`src/design/imm_pkg.sv`:
```
`default_nettype none
package imm_pkg;

    localparam int ROWS  = 8;
    localparam int INNER = 8;
    localparam int COLS  = 8;

    localparam int K_W   = (INNER > 1) ? $clog2(INNER) : 1;
    localparam int C_W   = 3;
    localparam int AW    = (ROWS * INNER > 1) ? $clog2(ROWS * INNER) : 1;
    localparam int ROW_W = $clog2(ROWS + 1);
    localparam int BW    = $clog2(8 * ROWS + 1);
    localparam int DRAIN = COLS + 3;
    localparam int DR_W  = $clog2(DRAIN + 1);

    localparam logic [1:0] REQ_LOAD_A  = 2'd0;
    localparam logic [1:0] REQ_LOAD_B  = 2'd1;
    localparam logic [1:0] REQ_COMPUTE = 2'd2;

    localparam logic CFG_PART_COUNT = 1'b0;
    localparam logic CFG_PART_INDEX = 1'b1;

    typedef struct packed {
        logic [1:0]         req_type;
        logic [2:0]         row_index;
        logic [2:0]         col_index;
        logic signed [31:0] element_value;
    } req_t;

    typedef struct packed {
        logic [2:0]         out_row;
        logic [2:0]         out_col;
        logic signed [31:0] product_value;
        logic               last_of_band;
    } rsp_t;

    typedef struct packed {
        logic             we;
        logic [K_W-1:0]   k;
        logic [C_W-1:0]   col;
        logic [31:0]      data;
    } bload_t;

    typedef struct packed {
        logic             valid;
        logic [K_W-1:0]   k;
        logic [31:0]      a;
    } link_t;

endpackage
`default_nettype wire

```
`src/design/imm_cell.sv`:
```
`default_nettype none
module imm_cell (
    input  wire logic            clk,
    input  wire logic            rst_n,
    input  wire logic [2:0]      col_id,
    input  wire imm_pkg::bload_t bload,
    input  wire imm_pkg::link_t  link_in,
    output imm_pkg::link_t       link_out,
    output logic [31:0]          result
);
    import imm_pkg::*;

    logic [31:0]    b_mem [INNER];
    logic           lv_reg;
    logic [K_W-1:0] lk_reg;
    logic [31:0]    la_reg;
    logic [31:0]    prod_reg;
    logic           pv_reg;
    logic           pfirst_reg;
    logic [31:0]    acc_reg;

    // This cell keeps one column of B.
    always_ff @(posedge clk)
    begin
        if (bload.we && bload.col == col_id)
        begin
            b_mem[bload.k] <= bload.data;
        end
        prod_reg   <= link_in.a * b_mem[link_in.k];
        pfirst_reg <= (link_in.k == K_W'(0));
        if (pv_reg)
        begin
            acc_reg <= pfirst_reg ? prod_reg : acc_reg + prod_reg;
        end
        lk_reg <= link_in.k;
        la_reg <= link_in.a;
    end

    always_ff @(posedge clk or negedge rst_n)
    begin
        if (!rst_n)
        begin
            pv_reg <= 1'b0;
            lv_reg <= 1'b0;
        end
        else
        begin
            pv_reg <= link_in.valid;
            lv_reg <= link_in.valid;
        end
    end

    assign link_out = {lv_reg, lk_reg, la_reg};
    assign result   = acc_reg;

endmodule
`default_nettype wire
```
`config.mk`:
```
export PLATFORM = sky130hd
export DESIGN_NAME = imm_cell
export DESIGN_NICKNAME = d
export VERILOG_FILES = /design/src/design/imm_pkg.sv /design/src/design/imm_cell.sv
export SDC_FILE = /design/constraint.sdc
export NUM_CORES = 2
export LEC_CHECK = 0
export BUFFER_PORTS_ARGS = -buffer_cell sky130_fd_sc_hd__buf_2
export CORE_MARGIN = 2
export CORE_UTILIZATION = 34
export DETAILED_ROUTE_END_ITERATION = 8
export PLACE_DENSITY_LB_ADDON = 0.08
export SKIP_LAST_GASP = 1
export SLEW_MARGIN = 20
export SYNTH_ARGS = -nofsm -noshare
export SYNTH_HDL_FRONTEND = slang
export SYNTH_SLANG_ARGS = --single-unit
export TNS_END_PERCENT = 1
```
`constraint.sdc`:
```
create_clock -name clk -period 8.43 [get_ports clk]
set_clock_uncertainty 0.2 [all_clocks]
set_input_delay 0.4215 -clock clk [delete_from_list [all_inputs] [get_ports clk]]
set_output_delay 0.4215 -clock clk [all_outputs]
set_load 0.02 [all_outputs]
```
== Yosys cells after proc, flatten, opt, wreduce, memory -nomap -nowiden ==
Memory sizes are Yosys's and may differ from the RTL's.
Index checks and enable logic that the tools add are counted.

* Output and inout bits: 68
* Input port bits: 80
* Memories kept: 1
* Word-level logic and storage cells: 15
* Register bits after elaboration: 101
* RAM bits: 256

* $add $sub $neg: 1
* Muxes and demuxes: 3
* Reductions and logical operators: 2
* $mul: 1
* Equal/unequal tests: 1

{| class="wikitable"
|+ Memory list
! memory !! depth !! bits a word !! rd ports !! clocked after memory_dff !! wr ports !! RTL line !! source
|-
| b_mem || 8 || 32 || 1 || 0 || 1 || imm_cell.sv:13 || <nowiki>logic [31:0] b_mem [INNER];</nowiki>
|}

{| class="wikitable"
|+ Operators with widths
! kind !! count
|-
| $add A32 B32 Y32 || 1
|-
| $mul A32 B32 Y32 || 1
|-
| $mux W32 || 1
|-
| $eq A3 B3 Y1 || 1
|-
| $logic_not A3 Y1 || 1
|-
| $mux W1 || 2
|-
| $logic_and A1 B1 Y1 || 1
|}

== Longest topological paths before layout ==
* Word-level depth: 4
* Gate-level depth with buffers: 33
* Depth with buffers taken out: 29

== Worst setup path before layout ==
OpenSTA, ideal clock, no wires.

* Path kind: input to register
* Start point: in link_in[32] (netlist bit)
* End point: reg prod_reg[31]
* Cell stages on the path: 30
* Arrival: 8.247 ns
* Setup slack: -0.089 ns
* Path buffers: 5
* Cell sequence: buf_6 > buf_12 > buf_12 > mux4_2 > mux2_2 > clkbuf_1 > clkbuf_1 > and2_1 > fa_1 > inv_1 > fa_1 > fa_1 > fa_1 > inv_1 > fa_1 > inv_1 > fa_1 > inv_1 > fa_1 > fa_1 > ha_1 > a21oi_1 > o22ai_1 > or3_1 > a31oi_1 > o31ai_1 > a221o_1 > o41a_1 > a31oi_1 > xnor2_1

* Cells in the longest elaborated chain, start to end: 2

{| class="wikitable"
|+ RTL lines
! element !! RTL line !! source
|-
| from (decl) || imm_cell.sv:7 || <nowiki>input wire imm_pkg::link_t link_in,</nowiki>
|-
| $mem_v2 Z8 W32 || - ||
|-
| $mul A32 B32 Y32 || imm_cell.sv:29 || <nowiki>prod_reg <= link_in.a * b_mem[link_in.k];</nowiki>
|-
| to (signal assigned) || imm_cell.sv:29 ||
|-
| to (decl) || imm_cell.sv:17 || <nowiki>logic [31:0] prod_reg;</nowiki>
|}

Every way passes these cells.
A chain may end at the register's enable or synchronous reset.

== Final worst setup path ==
* Start point: in link_in[34] (netlist bit)
* End point: reg prod_reg[31]

The elaborated chain is that of the path after synthesis.

==> metrics.txt <==
via density per instance 4.72; register-to-register setup slack 0.39 ns; Syn Area/Cell 11.7 µm²; CTS root buf clkbuf_16; share of the synthesized area in the top cell type 29.1%; Critical R2R Capture prod_reg[31]$_DFF_P_; Post-Syn Area 0.0297 mm²; FF-to-FF path depth 25; HPWL Detailed 66.6 mm; post-CTS setup buffer count 0; max reg flops 256; clk buf depth 3; minimum clock period 8.14 ns; Area Growth Syn to Fin 17.4%; DR iter-0 viols 1,005; period utilization 96.6%; Slew HR 41.4%; Final Setup Violations 0; first-pass GRT wire length 132 mm; PortBufs 147; critical path capture point prod_reg[31]$_DFF_P_; Routability Congestion 0.842; die area 0.0897 mm²; Crit Path Max Fanout 15; arrival time of the worst setup path 8.46 ns; clk_lat worst skew 0.62 ns; drt drc 0; Hold Path Origin link_in[32]; #FFs+latches synth 357; DR pass1 iterations 5; worst path required time 8.75 ns; dpl ws -0.480 ns; leading area contributor after synthesis edfxtp_1; Clock transition at path regs 0.06 ns; fraction of layout cells with a size suffix above 1 16.5%; routed wire length 87.1 mm; worst setup path start link_in[34]; Post-synth EDFFs 288; Final Max Tran Viols 0; Wirelength per Cell 21.7 µm; Tot GR Track Use 19.8%; PnR worst setup slack 0.289 ns; Core Region 0.0866 mm²; WHS Path Cells 2; CP startpoint kind primary input; CP endpoint kind flop; Hold Fails Final Rpt 0; outcome complete, no violations; Die Ht 300 µm; initial core utilization 34.3%; CTS tree yes; register with the highest flop count b_mem; Worst-Margin Slew 0.878 ns; max-cap viol count 0; initial antenna violation count 7; Worst Hold Class in -> reg; I/O pin cnt 148; Die Wd 300 µm; sequential share of the synthesized area 33.8%; Crit Path Category in -> reg; Syn Inst Count 2,530; library cells used by synthesis 65; number of global-route vias before repair 20,723; Critical Path Max Stage Delay 0.56 ns; Antenna Nets Post-Route 0; Synth Warn # 0; Worst R2R Start b_mem[0][6]$_DFFE_PP_; CTS H-Tree Depth 2; Net Count, Synth 3,173; Crit-path slowest cell fa_1; Async SR Flop Fraction 0.280%; largest net degree at the start of global routing 61; ranking of synthesized cells by area edfxtp_1 29%, fa_1 28%, ha_1 6.5%; CTS sink cnt 357; Max Clk Rate 123 MHz; grt total ovfl 0; number of CTS-inserted buffers 43; number of fill cells 8,260; FP Rows 108; vias after detailed routing 18,968; Final #Nets 3,470; cell repeated most along the worst path fa_1; main flop type after synthesis edfxtp_1
==> timing repair <==
action,4_1_cts,5_1_grt
hold buffers,51,0
gates resized for setup,0,9
endpoints found under the setup margin,0,2
hold endpoints to repair,274,0
==> critical path, delay by kind of cell <==
kind                     cells  cell delay (ns)
AO/OA/AOI/OAI                1             0.26
XOR/XNOR                     9             1.83
adder cells (fa/ha/maj)      8             4.01
buffers and inverters       10             1.63
AND/OR/NAND/NOR              2             0.27
==> kinds of logic (layout without fill, tap and decap cells) <==
kind of cell               Yosys count  after routing  share of synthesized area (%)
adders and majority gates          563            563                           34.1
DFF                                357            357                           33.8
other                                0              3                              0
muxes                               99             99                           5.67
AOI/OAI and AO/OA                  181            181                           4.25
buffers and inverters              526            856                           7.07
xor gates and xnor gates           113            113                           3.45
and+or+nand+nor                    691            691                           11.7
==> Yosys cell counts (6+ instances only) <==
cell      instances
clkbuf_1         94
a31oi_1           9
edfxtp_1        288
fa_1            409
a21oi_1          34
buf_2             6
a21o_1           20
o21ai_0          50
a221oi_2          6
and2_1          274
inv_1           411
xor2_1           33
mux4_1           14
mux2_2           17
xnor2_1          76
nand2b_1          8
nor2b_1          26
mux2i_1          32
a221oi_1          8
ha_1            154
nor2_1           34
o21bai_1          9
o21a_1            7
nand3_1           6
and3_1           10
a211oi_1          7
nor3_1           12
dfxtp_1          68
mux4_2           35
nand2_1         299
==> area by class of cell <==
type,instances,area [µm²],share of cell area [%]
Multi-Input combinational cell,1647,17700,50.7
Antenna cell,3,7.51,0.0215
Clock buffer,50,1120,3.22
Sequential cell,357,10000,28.8
Inverter,411,1540,4.42
Tap cell,1155,1450,4.14
Timing Repair Buffer,367,2750,7.87
Clock inverter,28,278,0.796
==> routing by layer <==
layer,GRT usage [%],share of wire [%],vias up
met5,0,0.072,-
met4,4.39,2.2,10
met3,2.80,3.9,90
met2,33.4,48,319
met1,27.0,45,9834
li1,-,-,8715
==> through the flow <==
step	std cells	hold slack, ns	TNS [ns]	instance area, µm²	util, %
global route	4015	0.0148	-0.0179	34900	40.3
CTS	4015	0.0113	0	34800	40.2
detailed placement	3886	-0.00281	-0.610	32900	38.0
floorplan	2530	-0.0741	0	29700	-
global placement	3886	-0.00454	-0.462	32900	38.0
finish	4018	0.0361	0	34900	40.3
==> how the worst min path moves through the flow <==
stage | to | slack [ns]
floorplan | pv_reg$_DFF_PN0_ | -0.07
global placement | pv_reg$_DFF_PN0_ | -0.005
detailed placement | pv_reg$_DFF_PN0_ | -0.003
CTS | lk_reg[0]$_DFF_P_ | 0.01
global route | lk_reg[0]$_DFF_P_ | 0.01
finish | lk_reg[0]$_DFF_P_ | 0.04
==> layout by cell type, fill, tap and decap left out, types with 7 or more instances in the layout <==
master,netlist,final
mux2i_1,32,32
mux4_1,14,14
clkinv_2,0,9
a21o_1,20,20
xor2_1,33,32
clkbuf_16,0,43
o21a_1,7,7
nor3_1,12,10
a31oi_1,9,9
and2_1,274,274
nor2_1,34,27
buf_2,6,145
mux4_2,35,35
o21ai_0,50,50
nand2b_1,8,8
inv_1,411,411
edfxtp_1,288,288
dlygate4sd3_1,0,51
a221oi_1,8,7
nor2b_1,26,25
a211oi_1,7,7
mux2_2,17,15
and3_1,10,10
buf_12,5,18
xnor2_1,76,74
clkinv_1,0,8
nand2_1,299,299
ha_1,154,153
buf_4,2,152
fa_1,409,409
dfxtp_1,68,67
a21oi_1,34,34
o21bai_1,9,9
Power is left out: the tool's default activity adds up to more than one toggle a clock period on the data nets, which glitch-free logic cannot reach.
